===== src/rtl/core/isp_pkg.sv =====
// Shared types and constants for the inductor steering PD core.
// No dependencies; every other file of the core imports this package.
`default_nettype none

package isp_pkg;

  // Field widths
  localparam int unsigned SENSOR_W = 12;
  localparam int unsigned SUM_W    = SENSOR_W + 1;
  localparam int unsigned GAIN_W   = 10;
  localparam int unsigned ERR_W    = 16;
  localparam int unsigned DRIVE_W  = 17;
  localparam int unsigned MODE_W   = 2;
  localparam int unsigned CFG_W    = 12;
  localparam int unsigned CFG_IDX_W = 3;

  // Error is Q1.15: one restoring step per fraction bit
  localparam int unsigned FRAC_BITS = ERR_W - 1;

  // Drive has four fraction bits: product scale 2^15 down to 2^4
  localparam int unsigned DRIVE_SHIFT = FRAC_BITS - 4;
  // kp*e + kd*(e - e_old) stays inside +/-2^27
  localparam int unsigned ACC_W = 28;

  // Ring mode codes as seen on the result word
  localparam logic [MODE_W-1:0] MODE_NONE  = 2'd0;
  localparam logic [MODE_W-1:0] MODE_RIGHT = 2'd1;
  localparam logic [MODE_W-1:0] MODE_LEFT  = 2'd2;

  typedef logic [SENSOR_W-1:0] sensor_t;

  // Configuration register indexes
  typedef enum logic [CFG_IDX_W-1:0] {
    REG_RING_ENABLE      = 3'd0,
    REG_KP_GAIN          = 3'd1,
    REG_KD_GAIN          = 3'd2,
    REG_SINGLE_THRESHOLD = 3'd3,
    REG_SIDE_THRESHOLD   = 3'd4,
    REG_EXIT_THRESHOLD   = 3'd5,
    REG_FLOOR_VALUE      = 3'd6,
    REG_FORCED_VALUE     = 3'd7
  } cfg_reg_t;

  // Reset values of the configuration registers
  localparam logic              RST_RING_ENABLE = 1'b1;
  localparam logic [GAIN_W-1:0] RST_KP_GAIN     = 10'd400;
  localparam logic [GAIN_W-1:0] RST_KD_GAIN     = 10'd200;
  localparam sensor_t           RST_SINGLE_TH   = 12'd300;
  localparam sensor_t           RST_SIDE_TH     = 12'd350;
  localparam sensor_t           RST_EXIT_TH     = 12'd70;
  localparam sensor_t           RST_FLOOR       = 12'd5;
  localparam sensor_t           RST_FORCED      = 12'd50;

  typedef struct packed {
    logic              ring_enable;
    logic [GAIN_W-1:0] kp_gain;
    logic [GAIN_W-1:0] kd_gain;
    sensor_t           single_threshold;
    sensor_t           side_threshold;
    sensor_t           exit_threshold;
    sensor_t           floor_value;
    sensor_t           forced_value;
  } cfg_t;

  // Operands handed from the front end to the divider
  typedef struct packed {
    sensor_t          diff;
    logic [SUM_W-1:0] sum;
    logic             neg;
  } div_req_t;

endpackage

`default_nettype wire


===== src/rtl/core/isp_front.sv =====
// Ring tracking, outer-sensor substitution and floor; builds divider operands.
// Depends on isp_pkg.
`default_nettype none

module isp_front import isp_pkg::*; (
  input  wire logic          clk,
  input  wire logic          rst,
  input  wire cfg_t          cfg,
  input  wire logic          accept,
  input  wire sensor_t       s0,
  input  wire sensor_t       s1,
  input  wire sensor_t       s2,
  input  wire sensor_t       s3,
  output div_req_t           req,
  output logic [MODE_W-1:0]  mode_next
);

  typedef enum logic [2:0] {
    R_NONE  = 3'b001,
    R_RIGHT = 3'b010,
    R_LEFT  = 3'b100
  } ring_t;

  ring_t   ring_state;
  ring_t   ring_state_next;
  sensor_t outer_l;
  sensor_t outer_r;
  sensor_t a;
  sensor_t b;
  logic    left_only;
  logic    right_only;

  // Entry pattern: one outer sensor high, the other three low
  assign left_only  = (s0 > cfg.single_threshold) && (s1 < cfg.single_threshold)
                   && (s2 < cfg.single_threshold) && (s3 < cfg.single_threshold);
  assign right_only = (s3 > cfg.single_threshold) && (s1 < cfg.single_threshold)
                   && (s2 < cfg.single_threshold) && (s0 < cfg.single_threshold);

  // Entry first, then exit; substitute on the resulting state
  always_comb begin
    ring_state_next = ring_state;
    outer_l         = s0;
    outer_r         = s3;
    if (cfg.ring_enable) begin
      if ((left_only || right_only) && ring_state == R_NONE) begin
        if (s1 > cfg.side_threshold) begin
          ring_state_next = R_RIGHT;
        end else if (s2 > cfg.side_threshold) begin
          ring_state_next = R_LEFT;
        end
      end
      if (ring_state_next != R_NONE && s0 < cfg.exit_threshold
          && s1 < cfg.exit_threshold) begin
        ring_state_next = R_NONE;
      end
      if (ring_state_next == R_RIGHT) begin
        outer_l = cfg.forced_value;
      end else if (ring_state_next == R_LEFT) begin
        outer_r = cfg.forced_value;
      end
    end
  end

  always_ff @(posedge clk) begin
    if (rst) begin
      ring_state <= R_NONE;
    end else if (accept) begin
      ring_state <= ring_state_next;
    end
  end

  // Map the ring state onto its result code
  always_comb begin
    case (ring_state_next)
      R_RIGHT: mode_next = MODE_RIGHT;
      R_LEFT:  mode_next = MODE_LEFT;
      default: mode_next = MODE_NONE;
    endcase
  end

  // Raise the outer pair to the floor, then form |a-b| and a+b
  assign a = (outer_l < cfg.floor_value) ? cfg.floor_value : outer_l;
  assign b = (outer_r < cfg.floor_value) ? cfg.floor_value : outer_r;

  assign req.neg  = (a < b);
  assign req.diff = (a < b) ? (b - a) : (a - b);
  assign req.sum  = {1'b0, a} + {1'b0, b};

endmodule

`default_nettype wire


===== config.mk =====
export PLATFORM = sky130hd
export DESIGN_NAME = isp_front
export DESIGN_NICKNAME = d
export VERILOG_FILES = /design/src/rtl/core/isp_pkg.sv /design/src/rtl/core/isp_front.sv
export SDC_FILE = /design/constraint.sdc
export NUM_CORES = 1
export LEC_CHECK = 0
export ABC_CLOCK_PERIOD_IN_PS = 14600
export BUFFER_PORTS_ARGS = -buffer_cell sky130_fd_sc_hd__buf_4
export CORE_ASPECT_RATIO = 0.9
export CORE_UTILIZATION = 43
export DETAILED_ROUTE_END_ITERATION = 12
export GPL_TIMING_DRIVEN = 0
export HOLD_SLACK_MARGIN = 0.05
export PLACE_DENSITY_LB_ADDON = 0.08
export SYNTH_ARGS = -nofsm -noshare
export SYNTH_HDL_FRONTEND = slang
export SYNTH_SLANG_ARGS = --single-unit

===== constraint.sdc =====
create_clock -name clk -period 14.6 [get_ports clk]
set_clock_uncertainty 0.2 [all_clocks]
set_input_delay 0.73 -clock clk [delete_from_list [all_inputs] [get_ports clk]]
set_output_delay 0.73 -clock clk [all_outputs]
set_load 0.005 [all_outputs]

==> impl_metrics.env <==
export IMPL_end_kind="output port"
export IMPL_seq_power_share_pct=2.1
export IMPL_drcViolationCount=0
export IMPL_die_area_um2=12360
export IMPL_reg_top3="ring_state (3)"
export IMPL_power_density_nw_per_um2=63.95
export IMPL_post_route_min_period_ps=10530
export IMPL_pwr_share_clk_pct=10.6
export IMPL_die_h_um=105.6
export IMPL_io_pin_count=160
export IMPL_yosys_top_cells_area="ha_1 36%, mux2_2 6.8%, mux2i_1 6.2%"
export IMPL_start_util_pct=44.47
export IMPL_cp_depth=38
export IMPL_largest_reg_flops=3
export IMPL_io_buffer_count=139
export IMPL_grt_use_met2_pct=42.73
export IMPL_critPathMaxFanout=10
export IMPL_reg2reg_depth=10
export IMPL_synthFlopType="dfxtp_1"
export IMPL_syn_cell_area_um2=5126
export IMPL_cts_resized=0
export IMPL_cp_slowest_cell="nor3_1"
export IMPL_cp_common_cell="a21o_1"
export IMPL_min_path_type="reg -> reg"
export IMPL_via_per_inst=5.608
export IMPL_cts_tree="yes"
export IMPL_insertion_delay_ps=220
export IMPL_grt_use_met3_pct=0.7476
export IMPL_grtUsageTotal_pct=25.65
export IMPL_cp_required_ps=13670
export IMPL_ys_seq_elements=3
export IMPL_die_width_um=117.1
export IMPL_slowest_delay_ps=570
export IMPL_synth_most_common_cell="ha_1"
export IMPL_rsz0062_at_grt="no"
export IMPL_p_leak_nw=3.398
export IMPL_worst_path_buf_inv=7
export IMPL_layout_drive_gt1_share_pct=27.09
export IMPL_arrival_ps=9600
export IMPL_syn_inst=610
export IMPL_synth_commonest_cells="149 x ha_1, 64 x inv_1, 46 x a21oi_1"
export IMPL_peakVddDrop_uv=53.49
export IMPL_antenna_found_initial=0
export IMPL_dp_cells=905
export IMPL_status="complete, no violations"
export IMPL_diodes=0
export IMPL_ant_nets=0
export IMPL_ys_warn_count=0
export IMPL_drt_wl_total_um=15700
export IMPL_n_fill_cell=1096
export IMPL_core_area_um2=11530
export IMPL_regArea_um2=60.06
export IMPL_avgSynthCellArea_um2=8.404
export IMPL_worst_pin_slew_ps=684.6
export IMPL_dpl_hpwl_um=14080
export IMPL_cts_buffer_depth=2
export IMPL_switching_power_w=0.0001864
export IMPL_root_buffer="clkbuf_16"
export IMPL_numCtsBuffers=3
export IMPL_gp_congestion=0.9524
export IMPL_first_iter_violations=327
export IMPL_grt_pass1_vias=5166
export IMPL_finalHoldViolCount=0
export IMPL_htree_levels=1
export IMPL_cts_sinks=3
export IMPL_drt_pass1_iterations=4
export IMPL_area_delta_synth_final_pct=25.70
export IMPL_start_kind="primary input"
export IMPL_async_flop_share_pct=0
export IMPL_period_share_pct=72.12
export IMPL_max_freq_mhz=94.97
export IMPL_path_clk_slew_ps=30
export IMPL_grt_busiest_layer="met2"
export IMPL_ys_types=62
export IMPL_crit_family="compound AO/OA/AOI/OAI gates"
export IMPL_timing_max_cap_violations=0
export IMPL_routedWlPerCell_um=17.27
export IMPL_finalSetupViolCount=0
export IMPL_grt_overflow_total=0
export IMPL_ys_seq_area_share_pct=1.172
export IMPL_synth_edff_count=0
export IMPL_grt_pass1_wl_um=24980
export IMPL_grt_max_degree=11
export IMPL_yosys_area_top_type="ha_1"
export IMPL_stdcell_count=909
export IMPL_synth_top_area_share_pct=36.37
export IMPL_nets=1038
export IMPL_num_vias=5098
export IMPL_slew_headroom_pct=53.77
export IMPL_path_class="in -> out"
export IMPL_p_int_w=0.0002257
export IMPL_rows=37
export IMPL_sw_frac_of_total_pct=45.23
export IMPL_fin_setup_tns_ps=0
export IMPL_grtUsageMet1_pct=37.81
export IMPL_synth_nets=894
export IMPL_post_cts_buffers=0
export IMPL_hold_depth=2
export IMPL_multiInputGateArea_um2=4743
export IMPL_hold_buffers=0
export IMPL_largest_register="ring_state"
export IMPL_pwr_share_comb_pct=87.3
export IMPL_drv_slew=0
[worst register-to-register path: stages (launching register included)]
cell and delay, ps:
dfxtp_1 360, nor3b_1 310, nand2_1 80, a31oi_1 170, o211ai_1 130, nor2_1 280, and2_1 210, a31oi_1 110
a31o_2 240, mux2_2 270, nor2_1 80
[stage by stage]
step / util (%) / total power [W] / hold WS [ps] / instance area (um^2) / worst slack [ps]
2_1_floorplan: - / 0.0002288 / 261.0 / 5126 / 5962
3_3_place_gp: 55.22 / 0.0003577 / 295.3 / 6365 / 4185
3_5_place_dp: 55.22 / 0.0003665 / 315.7 / 6365 / 4140
4_1_cts: 55.90 / 0.0004130 / 316.9 / 6444 / 4114
5_1_grt: 55.90 / 0.0004517 / 330.7 / 6444 / 3482
6_report: 55.90 / 0.0004120 / 321.8 / 6444 / 4070
[path summary, 6_finish.rpt]
| path | startpoint | endpoint | slack, ps |
|---|---|---|---|
| setup / recovery | cfg[50] | req[24] | 4070 |
| hold / removal | ring_state[0] | ring_state[0] | 320 |
| setup reg to reg | ring_state[0] | ring_state[1] | 12100 |
| hold reg to reg | ring_state[0] | ring_state[0] | 320 |
[cell type report]
cell class,instances,area share [%]
multi-input cells,529,73.61
repair buffers,139,16.19
inverters,64,3.728
well taps,156,3.029
plain buffers,14,1.282
clock buffers,4,1.223
flip-flops and latches,3,0.9320
[routing by layer]
metal / part of all wire, % / vias up
met5: 0 / -
met2: 43 / 157
li1: - / 2567
met3: 5.5 / 4
met1: 51 / 2370
met4: 0.22 / 0
[placed cells by master, fill, tap and decap left out, drive strengths merged, types with 4 or more instances in the layout]
cell type,n
inv,64
o21a,4
o21bai,16
or3,4
nor2b,10
o41ai,4
mux2i,33
a21o,24
buf,147
nand4,18
nor2,25
nor3,9
clkbuf,10
a211oi,15
ha,149
xnor2,18
a31oi,6
nand2,22
nand3,10
mux2,48
o21ai,18
o211ai,6
a21oi,46
[power by group through the flow]
| stage | combinational, W | sequential [W] | clock [W] |
|---|---|---|---|
| global placement | 0.000349 | 0.00000880 | 0 |
| floorplan | 0.000220 | 0.00000872 | 0 |
| global route | 0.000398 | 0.00000871 | 0.0000451 |
| detailed placement | 0.000358 | 0.00000878 | 0 |
| finish | 0.000360 | 0.00000869 | 0.0000438 |
| CTS | 0.000360 | 0.00000868 | 0.0000444 |
[cell families (layout without fill, tap and decap cells)]
group,Yosys count,after routing,share of synthesized area [%]
AO/OA/AOI/OAI,163,163,22.02
AND/OR/NAND/NOR,113,113,11.74
adder cells (fa/ha/maj),152,152,37.54
XOR/XNOR,20,20,3.417
flip-flops,3,3,1.172
multiplexers,81,81,17.82
buffers and inverters,78,221,6.297
No activity file was read; power rests on OpenSTA's default activity.
