<file path="config.mk">
export PLATFORM = sky130hd
export DESIGN_NAME = isp_div
export DESIGN_NICKNAME = d
export VERILOG_FILES = /design/src/rtl/core/isp_pkg.sv /design/src/rtl/core/isp_div.sv
export SDC_FILE = /design/constraint.sdc
export NUM_CORES = 1
export LEC_CHECK = 0
export BUFFER_PORTS_ARGS = -buffer_cell sky130_fd_sc_hd__buf_2
export CORE_MARGIN = 5
export CORE_UTILIZATION = 30
export CTS_CLUSTER_DIAMETER = 200
export DETAILED_ROUTE_END_ITERATION = 12
export PLACE_DENSITY = 0.5
export REMOVE_ABC_BUFFERS = 1
export SYNTH_ARGS = -nofsm -noshare
export SYNTH_HDL_FRONTEND = slang
export SYNTH_SLANG_ARGS = --single-unit
</file>
<file path="constraint.sdc">
create_clock -name clk -period 3.52 [get_ports clk]
set_input_delay 0.352 -clock clk [delete_from_list [all_inputs] [get_ports clk]]
set_output_delay 0.352 -clock clk [all_outputs]
set_load 0.03 [all_outputs]
</file>
<file path="src/rtl/core/isp_pkg.sv">
// Shared types and constants for the inductor steering PD core.
// No dependencies; every other file of the core imports this package.
`default_nettype none

package isp_pkg;

  // Field widths
  localparam int unsigned SENSOR_W = 12;
  localparam int unsigned SUM_W    = SENSOR_W + 1;
  localparam int unsigned GAIN_W   = 10;
  localparam int unsigned ERR_W    = 16;
  localparam int unsigned DRIVE_W  = 17;
  localparam int unsigned MODE_W   = 2;
  localparam int unsigned CFG_W    = 12;
  localparam int unsigned CFG_IDX_W = 3;

  // Error is Q1.15: one restoring step per fraction bit
  localparam int unsigned FRAC_BITS = ERR_W - 1;

  // Drive has four fraction bits: product scale 2^15 down to 2^4
  localparam int unsigned DRIVE_SHIFT = FRAC_BITS - 4;
  // kp*e + kd*(e - e_old) stays inside +/-2^27
  localparam int unsigned ACC_W = 28;

  // Ring mode codes as seen on the result word
  localparam logic [MODE_W-1:0] MODE_NONE  = 2'd0;
  localparam logic [MODE_W-1:0] MODE_RIGHT = 2'd1;
  localparam logic [MODE_W-1:0] MODE_LEFT  = 2'd2;

  typedef logic [SENSOR_W-1:0] sensor_t;

  // Configuration register indexes
  typedef enum logic [CFG_IDX_W-1:0] {
    REG_RING_ENABLE      = 3'd0,
    REG_KP_GAIN          = 3'd1,
    REG_KD_GAIN          = 3'd2,
    REG_SINGLE_THRESHOLD = 3'd3,
    REG_SIDE_THRESHOLD   = 3'd4,
    REG_EXIT_THRESHOLD   = 3'd5,
    REG_FLOOR_VALUE      = 3'd6,
    REG_FORCED_VALUE     = 3'd7
  } cfg_reg_t;

  // Reset values of the configuration registers
  localparam logic              RST_RING_ENABLE = 1'b1;
  localparam logic [GAIN_W-1:0] RST_KP_GAIN     = 10'd400;
  localparam logic [GAIN_W-1:0] RST_KD_GAIN     = 10'd200;
  localparam sensor_t           RST_SINGLE_TH   = 12'd300;
  localparam sensor_t           RST_SIDE_TH     = 12'd350;
  localparam sensor_t           RST_EXIT_TH     = 12'd70;
  localparam sensor_t           RST_FLOOR       = 12'd5;
  localparam sensor_t           RST_FORCED      = 12'd50;

  typedef struct packed {
    logic              ring_enable;
    logic [GAIN_W-1:0] kp_gain;
    logic [GAIN_W-1:0] kd_gain;
    sensor_t           single_threshold;
    sensor_t           side_threshold;
    sensor_t           exit_threshold;
    sensor_t           floor_value;
    sensor_t           forced_value;
  } cfg_t;

  // Operands handed from the front end to the divider
  typedef struct packed {
    sensor_t          diff;
    logic [SUM_W-1:0] sum;
    logic             neg;
  } div_req_t;

endpackage

`default_nettype wire

</file>
<file path="src/rtl/core/isp_div.sv">
// Bit-serial restoring divider: |a-b| * 2^15 / (a+b), one quotient bit a cycle.
// Depends on isp_pkg.
`default_nettype none

module isp_div import isp_pkg::*; (
  input  wire logic               clk,
  input  wire logic               rst,
  input  wire logic               start,
  input  wire div_req_t           req,
  output logic                    done,
  output logic signed [ERR_W-1:0] err
);

  localparam int unsigned CNT_W = $clog2(FRAC_BITS);

  logic             busy;
  logic [CNT_W-1:0] cnt;
  logic [SUM_W-1:0] divisor;
  logic [SUM_W-1:0] rem;
  logic [ERR_W-1:0] quo;
  logic             neg;
  logic             zero;
  logic [SUM_W:0]   rem_dbl;
  logic             take;
  logic             q_top;

  // Integer part of the quotient is one only when diff equals sum
  assign q_top   = ({1'b0, req.diff} >= req.sum);
  assign rem_dbl = {rem, 1'b0};
  assign take    = (rem_dbl >= {1'b0, divisor});

  // Control: count fraction steps
  always_ff @(posedge clk) begin
    if (rst) begin
      busy <= 1'b0;
      done <= 1'b0;
      cnt  <= '0;
    end else begin
      done <= 1'b0;
      if (start) begin
        busy <= 1'b1;
        cnt  <= '0;
      end else if (busy) begin
        if (cnt == CNT_W'(FRAC_BITS - 1)) begin
          busy <= 1'b0;
          done <= 1'b1;
        end else begin
          cnt <= cnt + 1'b1;
        end
      end
    end
  end

  // Datapath: shift remainder, subtract when it fits, shift in quotient bit
  always_ff @(posedge clk) begin
    if (start) begin
      divisor <= req.sum;
      neg     <= req.neg;
      zero    <= (req.sum == '0);
      quo     <= {{(ERR_W-1){1'b0}}, q_top};
      rem     <= q_top ? ({1'b0, req.diff} - req.sum) : {1'b0, req.diff};
    end else if (busy) begin
      quo <= {quo[ERR_W-2:0], take};
      rem <= take ? SUM_W'(rem_dbl - {1'b0, divisor}) : rem_dbl[SUM_W-1:0];
    end
  end

  // Sign and clamp: +1.0 saturates, -1.0 is representable
  always_comb begin
    if (zero) begin
      err = '0;
    end else if (neg) begin
      err = -$signed(quo);
    end else if (quo[ERR_W-1]) begin
      err = {1'b0, {(ERR_W-1){1'b1}}};
    end else begin
      err = $signed(quo);
    end
  end

endmodule

`default_nettype wire

</file>
==> flow_summary.ini, run 1 <==
[sta]
rsz0062_at_grt = no
max-slew-margin-rel = 0.397
setup-violations-final = 0
slew_violations = 0
fmax_ghz = 0.338
min_period_ps = 2960
fin_skew_ps = 4.13
timing_worst_slew_pin_value_ps = 903
post-route-period-util = 0.841
finalHoldViolCount = 0
finalSetupTns_ps = 0
whs_ps = 241

[pwr]
power_frac_seq = 0.342
clkPwrFrac = 0.216
p_int_uw = 1430
leakagePower_uw = 0.00184
p_comb_frac = 0.442
power_density_mw_per_mm2 = 521
finalPower_uw = 2280
ir_drop_mv = 0.197
swShare = 0.372
switchingPower_uw = 849

[detailed_routing]
wl_met1_um = 4850
met3_length_um = 507
routed_wl_um = 9390
dr.pass1.iters = 4
vias = 3264
postRouteAntennaNets = 0
post-route-drc-count = 0
post_drt_wl_per_cell_um = 14.4
met2WireLength_um = 3970
top_layer_used = met4
viasPerCell = 5.00
drtIter0Drc = 120

[clock_tree]
ctsLongestPathBuffers = 2
cts_tree = yes
cts_inserted_buffers = 5
clock_latency_ps = 290
cts_setup_buffers = 0
htreeDepth = 2
cts.sinks = 50
holdBufCountCts = 0
cts_root_buf = clkbuf_16
cts_resized = 0
clk_pin_slew_ps = 60

[layout]
fin_cells = 653
antenna_cells = 0
multi_input_area_mm2 = 0.00236
area.growth.synth_to_final_pct = 12.9
drive_gt1_frac = 0.141
seqCellArea_mm2 = 0.00129
nNetsFinal = 539
fillers = 1338
fin_area_mm2 = 0.00438

[place]
io_buffers = 45
dp.cells = 645
placed_area_mm2 = 0.00423
place.gp.congestion = 0.801
place_hpwl_um = 7190

[synth]
ys_seq_area_frac = 0.333
avgSynthCellArea_um2 = 8.69
synth_edf_count = 29
syn_inst = 447
ys_warn_count = 0
yosys_register_bits = 50
async_flop_share = 0
synth_cell_types = 62
synth-main-ff-cell = edfxtp_1
synth_area_mm2 = 0.00388

[floorplanning]
dieHeight_um = 124
die_x_um = 124
fp-row-count = 41
io_pins = 46
die_area_mm2 = 0.0153
coreArea_mm2 = 0.0127
start_util = 0.306

[critical_path]
startpoint_type = flop
critPathKind = flop to primary output
slowest_delay_ps = 500
critPathSlowestCell = edfxtp_1
cp.arrival_ps = 2610
path_max_fanout = 6
cp-end-kind = primary output
crit_required_ps = 3170
critPathMostFrequentCell = or3_1
crit_chain = nor3_4 > nand4_1 > or3_1 > or3_1 > nor3_2 > xor2_1 > nor3_1 > buf_2

[global_routing]
grt_usage = 0.126
grt_pass1_vias = 3200
grt_antenna_before_repair = 0
grt-ovfl-total = 0
grt_pass1_wl_um = 15500
grt_max_degree = 44

[min_path]
hp-class = primary input to flop

[run]
maxCapViolations = 0

[run_status]
status = finished, final reports clean
-- Yosys cell counts (5+ instances only) --
cell | instances | area share
nor2_1 | 58 | 0.056
nand3_1 | 8 | 0.010
clkbuf_1 | 15 | 0.015
a21o_1 | 8 | 0.015
edfxtp_1 | 29 | 0.22
o21a_1 | 7 | 0.014
xnor2_1 | 16 | 0.036
a21oi_1 | 27 | 0.035
nand2_1 | 21 | 0.020
a211oi_1 | 13 | 0.025
or3_1 | 5 | 0.0081
xor2_1 | 6 | 0.014
o21ai_0 | 15 | 0.019
mux2i_1 | 22 | 0.057
ha_1 | 28 | 0.090
a311oi_1 | 7 | 0.016
nand4_1 | 7 | 0.011
nor3_1 | 20 | 0.026
dfxtp_1 | 21 | 0.11
and2_1 | 6 | 0.0097
nand2b_1 | 5 | 0.0081
inv_1 | 32 | 0.031
-- power by group through the flow --
stage / logic, uW / clock network [uW] / registers (uW)
global route: 1130 / 539 / 789
floorplan: 781 / 0 / 775
finish: 1010 / 493 / 781
CTS: 1010 / 510 / 781
detailed placement: 1010 / 0 / 794
global placement: 999 / 0 / 792
-- final cells by class --
| class | count | area share |
|---|---|---|
| Clock buffer | 7 | 0.0328 |
| Sequential cell | 50 | 0.295 |
| Inverter | 33 | 0.0283 |
| Clock inverter | 1 | 0.00114 |
| Timing Repair Buffer | 47 | 0.0548 |
| Tap cell | 172 | 0.0491 |
| Multi-Input combinational cell | 343 | 0.539 |
-- metal layers --
| layer | up-vias | global-route usage |
|---|---|---|
| li1 | 1710 | - |
| met1 | 1461 | 0.180 |
| met2 | 87 | 0.199 |
| met3 | 6 | 0.0250 |
| met4 | 0 | 0.0228 |
| met5 | - | 0 |
-- cell usage in the layout (no fill, tap or decap), types with 3 or more instances in the layout --
cell / Yosys / routed
nor2_1: 58 / 58
buf_2: 2 / 45
inv_1: 32 / 32
edfxtp_1: 29 / 29
ha_1: 28 / 28
a21oi_1: 27 / 27
mux2i_1: 22 / 22
nand2_1: 21 / 21
dfxtp_1: 21 / 21
nor3_1: 20 / 20
xnor2_1: 16 / 16
o21ai_0: 15 / 15
a211oi_1: 13 / 13
a21o_1: 8 / 8
nand3_1: 8 / 8
o21a_1: 7 / 7
nand4_1: 7 / 7
a311oi_1: 7 / 7
and2_1: 6 / 6
xor2_1: 6 / 6
or3_1: 5 / 5
nand2b_1: 5 / 5
clkbuf_16: 0 / 5
and3_1: 4 / 4
nor2b_1: 4 / 4
o211ai_1: 4 / 4
a31oi_1: 4 / 4
o31ai_1: 4 / 4
o21ai_1: 3 / 3
nor4_1: 3 / 3
-- worst max-delay path, delay by kind of cell (launching register included) --
family,cells,cell delay (ps)
XOR/XNOR,1,90
flip-flops,1,500
buffers and inverters,1,230
AND/OR/NAND/NOR,6,1520
-- flip-flops by register name (all words and copies together), names as in the netlist --
signal and flops:
quo 16, busy 1, cnt 4, zero 1
neg 1, rem 13, divisor 13, done 1
-- through the flow --
stage          utilization  setup slack (ps)
2_1_floorplan            -               802
3_3_place_gp         0.334               636
3_5_place_dp         0.334               601
4_1_cts              0.346               547
5_1_grt              0.346               393
6_report             0.346               559
-- logic make-up after synthesis --
logic type,synth area share
muxes,0.0606
xor gates and xnor gates,0.0496
DFF,0.333
and+or+nand+nor,0.196
buffers and inverters,0.0587
adders and majority gates,0.101
AOI/OAI and AO/OA,0.202
-- worst paths after layout --
| check | start | to | slack [ps] | cells past startpoint |
|---|---|---|---|---|
| setup / recovery | quo[0] | err[15] | 560 | 8 |
| hold / removal | req[0] | neg | 240 | 1 |
| setup reg to reg | divisor[0] | rem[1] | 660 | 9 |
| hold reg to reg | cnt[2] | done | 510 | 2 |
Power figures use the tool's default switching activity.
==> run 2, diff against run 1 <==
--- a/config.mk
+++ b/config.mk
@@ -5,12 +5,13 @@
 export SDC_FILE = /design/constraint.sdc
 export NUM_CORES = 1
 export LEC_CHECK = 0
+export ABC_AREA = 1
 export BUFFER_PORTS_ARGS = -buffer_cell sky130_fd_sc_hd__buf_2
 export CORE_MARGIN = 5
 export CORE_UTILIZATION = 30
 export CTS_CLUSTER_DIAMETER = 200
 export DETAILED_ROUTE_END_ITERATION = 12
-export PLACE_DENSITY = 0.5
+export PLACE_DENSITY = 0.49
 export REMOVE_ABC_BUFFERS = 1
 export SYNTH_ARGS = -nofsm -noshare
 export SYNTH_HDL_FRONTEND = slang
==> constraint.sdc (replaced) <==
create_clock -name clk -period 2.8 [get_ports clk]
set_input_delay 0.28 -clock clk [delete_from_list [all_inputs] [get_ports clk]]
set_output_delay 0.28 -clock clk [all_outputs]
set_load 0.03 [all_outputs]
==> run 2 against run 1 <==
Final area rose by 14%; die area rose by 13%; setup slack got worse by 82 ps; sequential share of layout area fell by 3.7 points; sequential cell count did not move; combinational power rose by 32%; critical endpoint is now err[14]; largest power group unchanged.
==> flow_summary.ini, run 2 <==
[run_status]
status = finished, final reports clean

[clock_tree]
cts.sinks = 50
htreeDepth = 2
holdBufCountCts = 0
cts_setup_buffers = 0
ctsLongestPathBuffers = 2
cts_root_buf = clkbuf_16
clock_latency_ps = 290
cts_resized = 0
clk_pin_slew_ps = 70
cts_inserted_buffers = 5
cts_tree = yes

[detailed_routing]
viasPerCell = 4.78
post_drt_wl_per_cell_um = 13.7
dr.pass1.iters = 5
postRouteAntennaNets = 0
post-route-drc-count = 0
drtIter0Drc = 290
vias = 4294
routed_wl_um = 12300

[critical_path]
crit_required_ps = 2520
critPathKind = flop to primary output
worst-r2r-setup-slack_ps = 580
critPathSlowestCell = edfxtp_1
crit_buf_inv = 2
startpoint_type = flop
cp-end-kind = primary output
slowest_delay_ps = 400
worstRegToRegCells = 12
timing.rr.start = divisor[0]
cp.arrival_ps = 2040
path_max_fanout = 9
reg2reg_to = rem[11]
critPathTopFamily = buffers and inverters
crit_chain = nor2_1 > clkinv_1 > nand2_1 > o21ai_0 > a21oi_1 > buf_2

[synth]
synth_area_mm2 = 0.00443
ys_seq_area_frac = 0.292
yosys-top-cells-area = edfxtp_1 (20%), nand2_1 (14%), inv_1 (11%), dfxtp_1 (9.5%), ha_1 (7.9%)
netlist.area_leader.share = 0.197
syn_inst = 667
ys_warn_count = 0
async_flop_share = 0
synth_cell_types = 42
synth-main-ff-cell = edfxtp_1
synth.most_common_cell = nand2_1
synth_edf_count = 29
avgSynthCellArea_um2 = 6.64
synth_commonest_cells = nand2_1 (170), inv_1 (127), nand3_1 (62)
yosys_register_bits = 50
yosysTopAreaCell = edfxtp_1

[pwr]
power_density_mw_per_mm2 = 578
ir_drop_mv = 0.251
leakagePower_uw = 0.00262

[layout]
regMostFlops = quo
final_common_cell = nand2_1
final_cell_mix = nand2_1 (170), inv_1 (127), nand3_1 (62)
nNetsFinal = 772
largest_reg_flops = 16
area.growth.synth_to_final_pct = 13.2
reg_top3 = quo: 16 flops, divisor: 13 flops, rem: 13 flops
drive_gt1_frac = 0.137
fin_util = 0.346
antenna_cells = 0

[place]
io_buffers = 45
place_hpwl_um = 10100
place.gp.congestion = 0.870

[floorplanning]
dieHeight_um = 131
die_x_um = 131
start_util = 0.306
io_pins = 46
coreArea_mm2 = 0.0145
fp-row-count = 44
die_area_mm2 = 0.0173

[global_routing]
grt_antenna_before_repair = 0
grt_pass1_wl_um = 20500
grt_max_degree = 32
grt_usage = 0.140
grt_pass1_vias = 4116
grt-ovfl-total = 0

[min_path]
whs_endpoint = busy
hold_depth = 2
hp-start = rst
hp-class = primary input to flop

[sta]
timing_worst_slew_pin_value_ps = 627
max-slew-margin-rel = 0.581
fin_skew_ps = 5.59
rsz0062_at_grt = no
finalSetupTns_ps = 0
setup-violations-final = 0
slew_violations = 0
min_period_ps = 2320
post-route-period-util = 0.830
fmax_ghz = 0.431
finalHoldViolCount = 0

[run]
maxCapViolations = 0
==> run 2: cell types whose count changed after synthesis, sizes merged, moves of 11 or more <==
cell	change
nand4	+31
nor3	-15
a211oi	-13
xnor2	-11
nand3	+63
nand2	+160
inv	+102
mux2i	-22
o21ai	+14
==> run 2: final cells by class <==
type	instances	area (um2)
clock inverters	3	28.8
well taps	184	230
repair buffers	53	285
inverters	135	507
flip-flops and latches	50	1290
multi-input cells	468	2540
fillers	1570	9470
clock buffers	5	125
==> run 2: worst reg2reg max path, cell delays in order, from the launching register on <==
cell and delay [ps]:
edfxtp_1 350, inv_1 100, fa_1 490, nand2_1 120
nand2_1 60, nand3_1 60, nand2_1 80, nand2_1 110
nand3_2 270, nand2_1 180, nand2_1 60, nand2_1 50
nand2_1 50
==> run 2: logic make-up after synthesis <==
logic type	count (synthesis)	share of synthesized area
buffers and inverters	149	0.134
AO/OA/AOI/OAI	77	0.0961
adder cells (fa/ha/maj)	30	0.0882
XOR/XNOR	7	0.0138
flip-flops	50	0.292
AND/OR/NAND/NOR	354	0.376
==> run 2: metrics by stage <==
step | cells | instance area, um2 | setup WS (ps) | power [uW] | hold WS (ps)
detailed placement | 890 | 4860 | 385 | 2280 | 467
floorplan | 653 | 4340 | 607 | 1920 | 349
CTS | 898 | 5010 | 428 | 2920 | 152
global route | 898 | 5010 | 279 | 3150 | 151
finish | 898 | 5010 | 477 | 2890 | 159
global placement | 890 | 4860 | 359 | 2280 | 464
==> run 2: how the worst max path moves through the flow <==
stage,end,from,slack [ps],cells past startpoint
finish,err[14],neg,480,6
global route,err[14],quo[0],280,9
CTS,err[14],neg,430,6
detailed placement,rem[10],req[7],380,13
global placement,rem[10],req[9],360,13
floorplan,err[12],quo[0],610,6
==> run 2: power by group <==
group	switching, uW	leakage (uW)	total, uW	internal [uW]
clock	286	0.0000759	627	341
sequential	49.4	0.000462	942	893
combinational	872	0.00208	1330	454
total	1210	0.00262	2890	1690
==> run 2: routing by layer <==
metal,vias to the layer above,part of all wire,GRT usage
li1,2256,-,-
met1,1959,0.50,0.200
met2,69,0.46,0.229
met3,10,0.025,0.0134
met4,0,0.011,0.0349
met5,-,0,0
