$ cat src/rtl/core/isp_pkg.sv
// Shared types and constants for the inductor steering PD core.
// No dependencies; every other file of the core imports this package.
`default_nettype none

package isp_pkg;

  // Field widths
  localparam int unsigned SENSOR_W = 12;
  localparam int unsigned SUM_W    = SENSOR_W + 1;
  localparam int unsigned GAIN_W   = 10;
  localparam int unsigned ERR_W    = 16;
  localparam int unsigned DRIVE_W  = 17;
  localparam int unsigned MODE_W   = 2;
  localparam int unsigned CFG_W    = 12;
  localparam int unsigned CFG_IDX_W = 3;

  // Error is Q1.15: one restoring step per fraction bit
  localparam int unsigned FRAC_BITS = ERR_W - 1;

  // Drive has four fraction bits: product scale 2^15 down to 2^4
  localparam int unsigned DRIVE_SHIFT = FRAC_BITS - 4;
  // kp*e + kd*(e - e_old) stays inside +/-2^27
  localparam int unsigned ACC_W = 28;

  // Ring mode codes as seen on the result word
  localparam logic [MODE_W-1:0] MODE_NONE  = 2'd0;
  localparam logic [MODE_W-1:0] MODE_RIGHT = 2'd1;
  localparam logic [MODE_W-1:0] MODE_LEFT  = 2'd2;

  typedef logic [SENSOR_W-1:0] sensor_t;

  // Configuration register indexes
  typedef enum logic [CFG_IDX_W-1:0] {
    REG_RING_ENABLE      = 3'd0,
    REG_KP_GAIN          = 3'd1,
    REG_KD_GAIN          = 3'd2,
    REG_SINGLE_THRESHOLD = 3'd3,
    REG_SIDE_THRESHOLD   = 3'd4,
    REG_EXIT_THRESHOLD   = 3'd5,
    REG_FLOOR_VALUE      = 3'd6,
    REG_FORCED_VALUE     = 3'd7
  } cfg_reg_t;

  // Reset values of the configuration registers
  localparam logic              RST_RING_ENABLE = 1'b1;
  localparam logic [GAIN_W-1:0] RST_KP_GAIN     = 10'd400;
  localparam logic [GAIN_W-1:0] RST_KD_GAIN     = 10'd200;
  localparam sensor_t           RST_SINGLE_TH   = 12'd300;
  localparam sensor_t           RST_SIDE_TH     = 12'd350;
  localparam sensor_t           RST_EXIT_TH     = 12'd70;
  localparam sensor_t           RST_FLOOR       = 12'd5;
  localparam sensor_t           RST_FORCED      = 12'd50;

  typedef struct packed {
    logic              ring_enable;
    logic [GAIN_W-1:0] kp_gain;
    logic [GAIN_W-1:0] kd_gain;
    sensor_t           single_threshold;
    sensor_t           side_threshold;
    sensor_t           exit_threshold;
    sensor_t           floor_value;
    sensor_t           forced_value;
  } cfg_t;

  // Operands handed from the front end to the divider
  typedef struct packed {
    sensor_t          diff;
    logic [SUM_W-1:0] sum;
    logic             neg;
  } div_req_t;

endpackage

`default_nettype wire

$ cat src/rtl/core/isp_pd.sv
// Error history line and shift-and-add PD multiplier, one gain bit a cycle.
// Depends on isp_pkg.
`default_nettype none

module isp_pd import isp_pkg::*; #(
  parameter int unsigned HISTORY_LAG = 4
) (
  input  wire logic                  clk,
  input  wire logic                  rst,
  input  wire logic                  start,
  input  wire logic signed [ERR_W-1:0] err,
  input  wire logic [GAIN_W-1:0]     kp_gain,
  input  wire logic [GAIN_W-1:0]     kd_gain,
  output logic                       done,
  output logic signed [DRIVE_W-1:0]  drive
);

  localparam int unsigned CNT_W = $clog2(GAIN_W);

  logic signed [ERR_W-1:0] hist [HISTORY_LAG];
  logic                    busy;
  logic [CNT_W-1:0]        cnt;
  logic [GAIN_W-1:0]       kp_sh;
  logic [GAIN_W-1:0]       kd_sh;
  logic signed [ERR_W-1:0] e;
  logic signed [ERR_W:0]   d;
  logic signed [ACC_W-1:0] acc;
  logic signed [ACC_W-1:0] acc_next;

  // Delay line: the last tap is the error HISTORY_LAG words back
  always_ff @(posedge clk) begin
    if (rst) begin
      for (int i = 0; i < HISTORY_LAG; i++) begin
        hist[i] <= '0;
      end
    end else if (start) begin
      hist[0] <= err;
      for (int i = 1; i < HISTORY_LAG; i++) begin
        hist[i] <= hist[i-1];
      end
    end
  end

  // Control: one step per gain bit
  always_ff @(posedge clk) begin
    if (rst) begin
      busy <= 1'b0;
      done <= 1'b0;
      cnt  <= '0;
    end else begin
      done <= 1'b0;
      if (start) begin
        busy <= 1'b1;
        cnt  <= '0;
      end else if (busy) begin
        if (cnt == CNT_W'(GAIN_W - 1)) begin
          busy <= 1'b0;
          done <= 1'b1;
        end else begin
          cnt <= cnt + 1'b1;
        end
      end
    end
  end

  // Double the sum, add each multiplicand where its gain bit is set, MSB first
  always_comb begin
    acc_next = (acc <<< 1);
    if (kp_sh[GAIN_W-1]) begin
      acc_next = acc_next + ACC_W'(e);
    end
    if (kd_sh[GAIN_W-1]) begin
      acc_next = acc_next + ACC_W'(d);
    end
  end

  always_ff @(posedge clk) begin
    if (start) begin
      e     <= err;
      d     <= (ERR_W+1)'(err) - (ERR_W+1)'(hist[HISTORY_LAG-1]);
      kp_sh <= kp_gain;
      kd_sh <= kd_gain;
      acc   <= '0;
    end else if (busy) begin
      kp_sh <= {kp_sh[GAIN_W-2:0], 1'b0};
      kd_sh <= {kd_sh[GAIN_W-2:0], 1'b0};
      acc   <= acc_next;
    end
  end

  // Arithmetic shift floors; the sum's bound keeps it inside 17 bits
  assign drive = acc[ACC_W-1:DRIVE_SHIFT];

endmodule

`default_nettype wire

$ cat config.mk
export PLATFORM = sky130hd
export DESIGN_NAME = isp_pd
export DESIGN_NICKNAME = d
export VERILOG_FILES = /design/src/rtl/core/isp_pkg.sv /design/src/rtl/core/isp_pd.sv
export SDC_FILE = /design/constraint.sdc
export NUM_CORES = 1
export LEC_CHECK = 0
export BUFFER_PORTS_ARGS = -buffer_cell sky130_fd_sc_hd__buf_2
export CAP_MARGIN = 20
export CORE_UTILIZATION = 40
export CTS_CLUSTER_SIZE = 25
export DETAILED_ROUTE_END_ITERATION = 8
export PLACE_DENSITY_LB_ADDON = 0.15
export SKIP_LAST_GASP = 1
export SLEW_MARGIN = 5
export SYNTH_ARGS = -nofsm -noshare
export SYNTH_HDL_FRONTEND = slang
export SYNTH_SLANG_ARGS = --single-unit
$ cat constraint.sdc
create_clock -name clk -period 5.2 [get_ports clk]
set_clock_uncertainty 0.05 [all_clocks]
set_input_delay 0.26 -clock clk [delete_from_list [all_inputs] [get_ports clk]]
set_output_delay 0.26 -clock clk [all_outputs]
set_load 0.03 [all_outputs]
==> summary.md, run 1 <==
| Metric | Value |
|---|---|
| MaxCap Viol Count | 0 |
| Final setup vio count | 0 |
| Vias in the first global route | a little over 6000 |
| WP data required | roughly 5500 ps |
| Area delta synth->final | 12.2% |
| Cell variety after synth | just over 60 |
| Routed Antenna Nets | 0 |
| Final nets | ~1100 |
| Post-Synthesis Cells | between 900 and 1000 |
| Number of synthesized register bits | roughly 150 |
| Root buffer cell | clkbuf_16 |
| Nature of the critical path startpoint | flop |
| Initial antenna violation count | 0 |
| Final worst path period need | approximately 4800 ps |
| Vias per cell | 5.12 |
| Largest family of logic cells by synthesized area | compound AO/OA/AOI/OAI gates |
| LEAKAGE | ~4.4 nW |
| Syn Nets | 1025 |
| HP Class | primary input to flop |
| Fillers | between 2000 and 2500 |
| Outcome | finished, final reports clean |
| Fmax achieved | 209 MHz |
| Design Area, Final | between 10000 and 15000 um^2 |
| Crit path max fanout | 4 |
| Setup_tns | 0 ps |
| CTS H-Tree Depth | 4 |
| Ratio of final minimum period to clock period | 92.0% |
| Ant diodes | 0 |
| Number of buffers created by CTS | 17 |
| RSZ-0062 raised after global routing | false |
| Dpl cells | 1242 |
| Largest net degree at the start of global routing | 73 |
| Hold_ws | approximately 19 ps |
| Number of synthesized flops with an enable pin | 117 |
| WL/cell | between 15 and 20 um |
| Slowest-stage cell, CP | edfxtp_1 |
| DR pass1 iterations | 5 |
| Asr flop ratio synth | 0% |
| Crit end category | flop |
| GRT Total Usage | around 17% |
| Worst ir drop on vdd | 242 uV |
| Post-DP Area | around 9900 um^2 |
| Final non-filler cell total | roughly 1300 |
| Synth Area in Compound Gates | approximately 16% |
| First-pass GRT wire length | 31.5 mm |
| Share of cells above drive strength 1 | between 10% and 20% |
| # clock sinks | approximately 150 |
| Drc violations | 0 |
| Starting Density | between 40% and 50% |
| Critical Path, Cell by Cell | ha_1 > a21o_1 > a21o_1 > a2111oi_2 > buf_4 > o21ai_1 > a211oi_1 > o21bai_1 > o31ai_1 > xor2_1 > a21oi_1 > ha_1 > a21o_1 > a21oi_1 > nor2b_1 > o21ai_0 > nand2b_1 > a221oi_4 > o21ai_1 > xnor2_1 > nand3_1 > a22o_1 |
| Die width | around 160 um |
| Post-Place Setup Slack | just over 300 ps |
| Slew HR | 42.0% |
| Xor and xnor area share after synthesis | around 5.4% |
| Core Util, Final | between 40% and 50% |
| Post-Synth Adder-Cell Area | between 10% and 20% |
| Max-slew violations | 0 |
| GRT overflow | 0 |
| Seq/Total Area, Yosys | between 40% and 50% |
| Final Wtd Congestion | approximately 0.87 |
| Pwr/cell area | 389 nW/um^2 |
| Setup WS post-layout | 418 ps |
| Simple-gate share of the synthesized area | between 10% and 20% |
| Total chip power | approximately 4.1 mW |
| Final WL | 19.5 mm |
| Bufs on Longest Clock Path | 2 |
| Core Rows | 55 |
| CTS tree | built |
| Post-Syn Area per Cell | 10.3 um^2 |
| CP delay by family, top | compound AO/OA/AOI/OAI gates |
| Die Span Y | between 150 and 200 um |
| Crit path kind | flop to flop |
| Synth warnings | 0 |
| Worst-margin pin slew | a little under 900 ps |
| Num ports | 57 |
| Post-synthesis mux area share | about 4.6% |
| CP most frequent cell | a21o_1 |
| Ys flop type | edfxtp_1 |
| Initial drt markers | about 320 |
| Hpwl dp | between 10 and 15 mm |
| Core region area | 22800 um^2 |
| Hold Vio Cnt, Final | 0 |
| Worst-Skew Late Latency | roughly 430 ps |
| Arr. time, crit path | slightly above 5000 ps |
| Reg clk slew, reported paths | 70 ps |
| Mapped cell area | roughly 9400 um^2 |
| Port Buffers | 56 |
| CP max stage delay | ~430 ps |
| Number of buffers and inverters on the critical path | 1 |
| Vias | roughly 6500 |
| DIE AREA | roughly 24000 um^2 |
==> power breakdown <==
group          leakage, nW  internal, mW  switching (mW)  total (mW)
clock network        0.289         0.728           0.550        1.28
logic                 2.56         0.588           0.747        1.34
registers             1.51          1.42          0.0658        1.49
total                 4.36          2.74            1.36        4.10
==> registers in the layout, indices dropped and copies added, names as in the netlist, 4 cells and up <==
| signal | flops |
|---|---|
| d | 17 |
| kp_sh | 10 |
| kd_sh | 10 |
| hist | 64 |
| cnt | 4 |
| acc | 28 |
| e | 16 |
==> layout make-up <==
type,count,area [um^2],share of cell area [%]
multi-input cells,668,4810,45.6
flip-flops and latches,151,4200,39.8
clock buffers,17,425,4.03
well taps,313,392,3.71
repair buffers,69,383,3.63
clock inverters,15,188,1.78
inverters,42,158,1.49
==> routing by layer <==
layer  part of all wire [%]  global-route usage (%)  up-vias
met4                    1.6                    5.88        0
met2                     47                    27.8       94
met1                     49                    22.7     3037
li1                       -                       -     3380
met5                      0                       0        -
met3                    2.9                    2.73       20
==> worst paths after layout <==
check | from | to | slack (ps) | cells after the start
min reg2reg | acc[10] | acc[10] | 450 | 2
min | err[9] | e[9] | 20 | 1
max reg2reg | e[2] | acc[26] | 420 | 22
max | e[2] | acc[26] | 420 | 22
==> cell usage after synthesis, types with 8 or more instances <==
cell      number  area (um^2)
nor3_1        15         75.1
o21a_1         9         67.6
dfxtp_1       34          681
ha_1          73          913
a211oi_1      24          180
o21ai_0       33          165
nor2b_1       13         81.3
nand2b_1      10         62.6
a21oi_1       52          260
xnor2_1       37          324
and2_1        70          438
mux2_2        33          372
o211ai_1       8         60.1
clkbuf_1      29          109
inv_1         42          158
nand2_1       59          221
xor2_1        18          158
buf_4         17          128
nand3_1       17         85.1
a21o_1        27          203
a31oi_1        9         56.3
nor2_1        68          255
edfxtp_1     117         3510
==> what timing repair did <==
action                     CTS  global route
setup endpoints to repair    0             5
resized for setup            0             2
hold endpoints to repair     1             0
hold buffers                 1             0
buffers inserted             0             0
==> cells by family after synthesis <==
group,count (synthesis)
and+or+nand+nor,277
AOI/OAI and AO/OA,220
muxes,39
xor gates and xnor gates,56
adders and majority gates,76
buffers and inverters,91
DFF,151
==> layout by cell type, fill, tap and decap left out, drive strengths merged, types with 7 or more instances in the layout <==
| cell type | netlist | final |
|---|---|---|
| edfxtp | 117 | 117 |
| ha | 73 | 73 |
| and2 | 70 | 70 |
| nor2 | 68 | 68 |
| buf | 20 | 68 |
| nand2 | 59 | 59 |
| a21oi | 52 | 52 |
| inv | 42 | 48 |
| o21ai | 40 | 40 |
| xnor2 | 37 | 37 |
| dfxtp | 34 | 34 |
| mux2 | 33 | 33 |
| a21o | 27 | 27 |
| a211oi | 24 | 24 |
| xor2 | 18 | 18 |
| nand3 | 17 | 17 |
| clkbuf | 29 | 17 |
| nor3 | 15 | 15 |
| nor2b | 13 | 13 |
| nand2b | 10 | 10 |
| o21a | 9 | 9 |
| a31oi | 9 | 9 |
| o211ai | 8 | 8 |
| o21bai | 7 | 7 |
==> worst reg2reg max path: stages (launching register included) <==
cell	delay [ps]
edfxtp_1	430
ha_1	310
a21o_1	160
a21o_1	210
a2111oi_2	390
buf_4	170
o21ai_1	120
a211oi_1	240
o21bai_1	150
o31ai_1	260
xor2_1	230
a21oi_1	100
ha_1	220
a21o_1	200
a21oi_1	240
nor2b_1	70
o21ai_0	140
nand2b_1	110
a221oi_4	300
o21ai_1	130
xnor2_1	140
nand3_1	90
a22o_1	230
(Power assumes the default switching activity.)
==> run 2: changes to the inputs <==
--- a/config.mk
+++ b/config.mk
@@ -7,7 +7,7 @@
 export LEC_CHECK = 0
 export BUFFER_PORTS_ARGS = -buffer_cell sky130_fd_sc_hd__buf_2
 export CAP_MARGIN = 20
-export CORE_UTILIZATION = 40
+export CORE_UTILIZATION = 45
 export CTS_CLUSTER_SIZE = 25
 export DETAILED_ROUTE_END_ITERATION = 8
 export PLACE_DENSITY_LB_ADDON = 0.15
==> summary.md, run 2 (synthesis gave the netlist of run 1 again) <==
| Metric | Value |
|---|---|
| Die Span Y | 147 um (-5.6%) |
| Outcome | finished, final reports clean |
| Hpwl dp | 13.3 mm (-3.7%) |
| Multi-input logic area | 4810 um^2 (about the same) |
| # clock sinks | 151 (unchanged) |
| Initial antenna violation count | 0 (unchanged) |
| Register Area | 4200 um^2 (unchanged) |
| Worst ir drop on vdd | 217 uV (-10%) |
| Max-slew violations | 0 (unchanged) |
| Crit path kind | flop to flop |
| Regs by FF count | hist (64), acc (28), d (17) |
| Final WL | 18.8 mm (-3.2%) |
| P_sw | 1.31 mW (-4.2%) |
| Hold Vio Cnt, Final | 0 (unchanged) |
| Number of buffers created by CTS | 17 (unchanged) |
| Core Rows | 52 (-5.5%) |
| Bufs on Longest Clock Path | 2 (unchanged) |
| DIE AREA | 21500 um^2 (-11%) |
| Core region area | 20400 um^2 (-11%) |
| Setup_tns | 0 ps (unchanged) |
| Die width | 147 um (-5.6%) |
| MaxCap Viol Count | 0 (unchanged) |
| Most common cell after layout, fill and taps aside | edfxtp_1 |
| Num ports | 57 (unchanged) |
| WL/cell | 15.3 um (+0.47%) |
| Starting Density | 46.2% (+5.0 points) |
| WP data required | 5470 ps (about the same) |
| Crit end category | flop |
| Vias | 6478 (-0.81%) |
| Combinational power share | 32.4% (-0.2 points) |
| HP Class | primary input to flop |
| Ant diodes | 0 (unchanged) |
| Fillers | 1829 (-16%) |
| Root buffer cell | clkbuf_16 |
| Final nets | 1062 (-0.19%) |
| Final worst path period need | 4830 ps (+43.4 ps) |
| Final Wtd Congestion | 0.831 (-4.5%) |
| Sw Share | 32.1% (-1.2 points) |
| Worst-margin pin slew | 758 ps (-112 ps) |
| Fmax achieved | 207 MHz (-0.90%) |
| Max FFs per register | 64 (unchanged) |
| Dpl cells | 1197 (-3.6%) |
| Sequential power share | 36.5% (+0.2 points) |
| R2R setup slack | 370 ps (-40 ps) |
| Largest Register | hist |
| Commonest non-fill, non-tap cells in the layout | edfxtp_1, ha_1, and2_1 |
| Vias in the first global route | 6318 (+2.6%) |
| CTS H-Tree Depth | 4 (unchanged) |
| Vias per cell | 5.27 (+2.9%) |
| Internal power | 2.77 mW (+1.0%) |
| First-pass GRT wire length | 31.0 mm (-1.4%) |
| Drc violations | 0 (unchanged) |
| GRT Total Usage | 18.3% (+1.4 points) |
| Final non-filler cell total | 1229 (-3.6%) |
| LEAKAGE | 4.35 nW (-0.16%) |
| Port Buffers | 56 (unchanged) |
| Share of cells above drive strength 1 | 15.5% (-0.26 points) |
| RSZ-0062 raised after global routing | false |
| Total chip power | 4.07 mW (-0.69%) |
| Final setup vio count | 0 (unchanged) |
| DR pass1 iterations | 4 (-1) |
| Ratio of final minimum period to clock period | 92.8% (+0.83 points) |
| Arr. time, crit path | 5090 ps (+30 ps) |
| Initial drt markers | 291 (-8.8%) |
| CTS tree | built |
| Routed Antenna Nets | 0 (unchanged) |
| Clock Power Share | 31.2% (about the same) |
| Setup WS post-layout | 374 ps (-43.4 ps) |
| Crit path max fanout | 4 (unchanged) |
| Nature of the critical path startpoint | flop |
| Reg clk slew, reported paths | 60 ps (about the same) |
| Area delta synth->final | 11.4% |
| GRT overflow | 0 (unchanged) |
| Largest net degree at the start of global routing | 65 (-11%) |
| Setup Fix Bufs, Post-CTS | 0 (unchanged) |
| Post-Place Setup Slack | 196 ps (-116 ps) |
| Pwr/cell area | 389 nW/um^2 (about the same) |
| Worst-Skew Late Latency | 420 ps (about the same) |
| Slew HR | 49.4% (+7.4 points) |
[run 2: worst paths after layout]
check / from / end / cells past startpoint
hold reg to reg: acc[2] / acc[2] / 2
setup / recovery: e[2] / acc[26] / 22
setup reg to reg: e[2] / acc[26] / 22
hold / removal: err[11] / e[11] / 1
[run 2: power by group through the flow]
| stage | registers, mW | clock network, mW | logic, mW |
|---|---|---|---|
| 6_report | 1.49 | 1.27 | 1.32 |
| 3_5_place_dp | 1.51 | 0 | 1.31 |
| 3_3_place_gp | 1.51 | 0 | 1.30 |
| 4_1_cts | 1.49 | 1.30 | 1.32 |
| 2_1_floorplan | 1.49 | 0 | 1.07 |
| 5_1_grt | 1.50 | 1.34 | 1.47 |
[run 2: metrics by stage]
| stage | utilization (%) | instance area [um^2] | hold slack, ps |
|---|---|---|---|
| floorplan | - | 9400 | 282 |
| global placement | 48.4 | 9850 | 413 |
| detailed placement | 48.4 | 9850 | 415 |
| CTS | 51.4 | 10500 | 11.7 |
| global route | 51.4 | 10500 | 16.5 |
| finish | 51.4 | 10500 | 21.6 |
[run 2: cell type report]
cell class              instances  share of cell area (%)
inverters                      42                    1.51
repair buffers                 67                    3.51
multi-input cells             668                    46.0
flip-flops and latches        151                    40.1
well taps                     270                    3.23
clock inverters                14                    1.66
clock buffers                  17                    4.06
[run 2: repair_timing]
item                       in CTS  in global routing
gates resized for setup         0                  3
setup endpoints to repair       0                  5
hold buffers                    1                  0
hold endpoints to repair        1                  0
[run 2: per-layer routing]
| metal | part of all wire [%] | global-route usage (%) | vias to the layer above |
|---|---|---|---|
| li1 | - | - | 3364 |
| met5 | 0 | 0 | - |
| met4 | 2.3 | 7.60 | 0 |
| met2 | 46 | 30.2 | 79 |
| met3 | 2.7 | 2.72 | 23 |
| met1 | 49 | 24.1 | 3012 |
[run 2: critical path, cell delays in order (launching register included)]
cell	delay, ps
edfxtp_1	420
ha_1	310
a21o_1	150
a21o_1	210
a2111oi_2	400
buf_4	180
o21ai_1	120
a211oi_1	260
o21bai_1	140
o31ai_1	250
xor2_1	210
a21oi_1	100
ha_1	220
a21o_1	220
a21oi_2	180
nor2b_1	60
o21ai_0	160
nand2b_1	120
a221oi_4	290
o21ai_1	150
xnor2_1	160
nand3_1	100
a22o_1	230
==> run 3: changes to the inputs <==
--- a/config.mk
+++ b/config.mk
@@ -5,11 +5,13 @@
 export SDC_FILE = /design/constraint.sdc
 export NUM_CORES = 1
 export LEC_CHECK = 0
+export ABC_AREA = 1
 export BUFFER_PORTS_ARGS = -buffer_cell sky130_fd_sc_hd__buf_2
 export CAP_MARGIN = 20
 export CORE_UTILIZATION = 45
 export CTS_CLUSTER_SIZE = 25
 export DETAILED_ROUTE_END_ITERATION = 8
+export GPL_TIMING_DRIVEN = 0
 export PLACE_DENSITY_LB_ADDON = 0.15
 export SKIP_LAST_GASP = 1
 export SLEW_MARGIN = 5
==> constraint.sdc (replaced) <==
create_clock -name clk -period 5 [get_ports clk]
set_clock_uncertainty 0.05 [all_clocks]
set_input_delay 0.25 -clock clk [delete_from_list [all_inputs] [get_ports clk]]
set_output_delay 0.25 -clock clk [all_outputs]
set_load 0.03 [all_outputs]
==> summary.md, run 3 <==
| Metric | Value |
|---|---|
| Outcome | finished, final reports clean |
| Final WL | 26.9 mm (+43%) |
| Hold_ws | 6.80 ps (-14.8 ps) |
| Commonest non-fill, non-tap cells in the layout | nand2_1, inv_1, nor2_1 |
| DR pass1 iterations | 5 (+1) |
| Synth cell count leaders | nand2_1, inv_1, nor2_1 |
| Post-Synthesis Cells | 1383 (+52%) |
| Crit path kind | flop to flop |
| CTS H-Tree Depth | 4 (unchanged) |
| Largest Register | hist |
| Hpwl dp | 21.2 mm (+60%) |
| Final setup vio count | 0 (unchanged) |
| Post-Place Setup Slack | 843 ps (+647 ps) |
| Die width | 154 um (+5.2%) |
| Max-slew violations | 0 (unchanged) |
| Worst-Skew Late Latency | 430 ps (about the same) |
| Bufs on Longest Clock Path | 2 (unchanged) |
| Clock Power Share | 27.8% (-3.4 points) |
| P_sw | 1.86 mW (+42%) |
| Cell variety after synth | 47 (-23%) |
| DIE AREA | 23700 um^2 (+11%) |
| RSZ-0062 raised after global routing | false |
| Root buffer cell | clkbuf_16 |
| Number of synthesized flops with an enable pin | 117 (unchanged) |
| Initial drt markers | 597 (+110%) |
| Sequential power share | 33.8% (-2.7 points) |
| Port Buffers | 56 (unchanged) |
| Number of buffers created by CTS | 17 (unchanged) |
| Top-count cell post-synth | nand2_1 |
| Setup_tns | 0 ps (unchanged) |
| Simple-gate share of the synthesized area | 27.4% (+13 points) |
| Reg clk slew, reported paths | 70 ps (about the same) |
| Critical Path, Cell by Cell | ha_1 > nand2_1 > nor2_1 > nand2_1 > nor2_1 > o21ai_0 > nand3_1 > nand2_1 > nand3_1 > nand2_1 > ha_1 > a21o_1 > or2_2 > a21oi_1 > nand3_1 > a21oi_1 > o21ai_0 > nand3_1 > nand2_1 |
| Final Wtd Congestion | 0.958 (+15%) |
| Syn Nets | 1498 (+46%) |
| Seq/Total Area, Yosys | 40.3% (-4.3 points) |
| Internal power | 2.84 mW (+2.6%) |
| HP Class | primary input to flop |
| Regs by FF count | hist (64), acc (28), d (17) |
| LEAKAGE | 5.75 nW (+32%) |
| Final nets | 1580 (+49%) |
| Slew HR | 40.6% (-8.8 points) |
| Xor and xnor area share after synthesis | 3.20% (-2.2 points) |
| Share of cells above drive strength 1 | 10.7% (-4.8 points) |
| Starting Density | 46.0% (-0.18 points) |
| Slowest-stage cell, CP | edfxtp_1 |
| Design Area, Final | 11700 um^2 (+12%) |
| GRT overflow | 0 (unchanged) |
| Ant diodes | 0 (unchanged) |
| Core Rows | 55 (+5.8%) |
| CP max stage delay | 650 ps (+230 ps) |
| Mapped cell area | 10400 um^2 (+11%) |
| Ratio of final minimum period to clock period | 83.9% (-8.9 points) |
| Die Span Y | 154 um (+5.2%) |
| Most common cell after layout, fill and taps aside | nand2_1 |
| Synth warnings | 0 (unchanged) |
| Core region area | 22600 um^2 (+11%) |
| Max FFs per register | 64 (unchanged) |
| Setup WS post-layout | 803 ps (+429 ps) |
| Pwr/cell area | 400 nW/um^2 (+2.9%) |
| Vias per cell | 5.04 (-4.3%) |
| Hold Vio Cnt, Final | 0 (unchanged) |
| Post-synthesis mux area share | 0% (-4.6 points) |
| R2R setup slack | 800 ps (+430 ps) |
| Initial antenna violation count | 0 (unchanged) |
| Largest cells by area after synthesis | edfxtp_1, nand2_1, ha_1, inv_1, dfxtp_1 |
| Post-synth top area share | 33.7% (-3.6 points) |
| Core Util, Final | 51.8% (+0.40 points) |
| Worst ir drop on vdd | 224 uV (+3.0%) |
| Worst-margin pin slew | 887 ps (+129 ps) |
| Vias | 8889 (+37%) |
| Largest family of logic cells by synthesized area | simple AND/OR/NAND/NOR gates |
| Final worst path period need | 4200 ps (-629 ps) |
| Synth Area in Compound Gates | 9.57% (-6.5 points) |
| Num ports | 57 (unchanged) |
| Post-DP Area | 11100 um^2 (+12%) |
| Number of synthesized register bits | 151 (unchanged) |
| # clock sinks | 151 (unchanged) |
| Crit path max fanout | 13 (+9) |
| Post-synth top area cell | edfxtp_1 |
| Post-CTS resize count | 0 (unchanged) |
| Vias in the first global route | 8378 (+33%) |
| GRT Total Usage | 23.5% (+5.1 points) |
| Arr. time, crit path | 4470 ps (-620 ps) |
| Area delta synth->final | 12.7% |
| Sw Share | 39.6% (+7.5 points) |
| Largest net degree at the start of global routing | 44 (-32%) |
| Fmax achieved | 238 MHz (+15%) |
| Ys flop type | edfxtp_1 |
| Asr flop ratio synth | 0% (unchanged) |
| CTS tree | built |
| WP data required | 5270 ps (-200 ps) |
| Post-Syn Area per Cell | 7.53 um^2 (-27%) |
| MaxCap Viol Count | 0 (unchanged) |
| CP most frequent cell | nand2_1 |
| Post-Synth Adder-Cell Area | 9.35% (-1.0 points) |
| Combinational power share | 38.5% (+6.1 points) |
| Crit end category | flop |
| Routed Antenna Nets | 0 (unchanged) |
| Drc violations | 0 (unchanged) |
| WL/cell | 15.2 um (-0.58%) |
| First-pass GRT wire length | 42.7 mm (+38%) |
| Nature of the critical path startpoint | flop |
==> run 3: worst max-delay path: cells and delay by family, from the launching register on <==
kind | cells | cell delay [ps]
flops | 1 | 650
compound gates | 5 | 840
fa+ha+maj | 2 | 850
simple gates | 12 | 1690
==> run 3: path summary, 6_finish.rpt <==
kind	endpoint	cells after the start	from
max	acc[24]	19	e[15]
min	e[5]	1	err[5]
min reg2reg	acc[27]	2	acc[27]
max reg2reg	acc[24]	19	e[15]
==> run 3: per-layer routing <==
metal | part of all wire (%) | up-vias | global-route usage [%]
li1 | - | 4630 | -
met1 | 45 | 4047 | 29.8
met2 | 49 | 174 | 41.5
met3 | 3.3 | 38 | 2.82
met4 | 2.1 | 0 | 7.43
met5 | 0 | - | 0
==> run 3: layout make-up <==
class,instances,area [um^2]
Tap cell,285,357
Sequential cell,151,4190
Buffer,43,259
Inverter,215,807
Clock inverter,15,163
Clock buffer,17,425
Fill cell,2223,10900
Multi-Input combinational cell,974,5150
Timing Repair Buffer,63,378
==> run 3: power by group through the flow <==
stage / sequential, mW / combinational (mW) / clock [mW]
floorplan: 1.57 / 1.36 / 0
global placement: 1.61 / 1.78 / 0
detailed placement: 1.61 / 1.79 / 0
CTS: 1.59 / 1.81 / 1.33
global route: 1.60 / 2.03 / 1.38
finish: 1.59 / 1.81 / 1.30
==> run 3: repair_timing <==
item,4_1_cts,5_1_grt
hold endpoints to repair,5,0
hold buffers,5,0
setup buffers,0,0
==> run 3: kinds of logic (layout without fill, tap and decap cells) <==
logic type / after synthesis / after routing
and+or+nand+nor: 685 / 685
buffers and inverters: 258 / 353
AOI/OAI and AO/OA: 175 / 175
DFF: 151 / 151
adders and majority gates: 76 / 76
xor gates and xnor gates: 38 / 38
==> run 3: stage by stage <==
step | total power [mW] | cells
global route | 5.01 | 1763
floorplan | 2.93 | 1383
global placement | 3.39 | 1724
finish | 4.70 | 1763
CTS | 4.72 | 1762
detailed placement | 3.40 | 1725
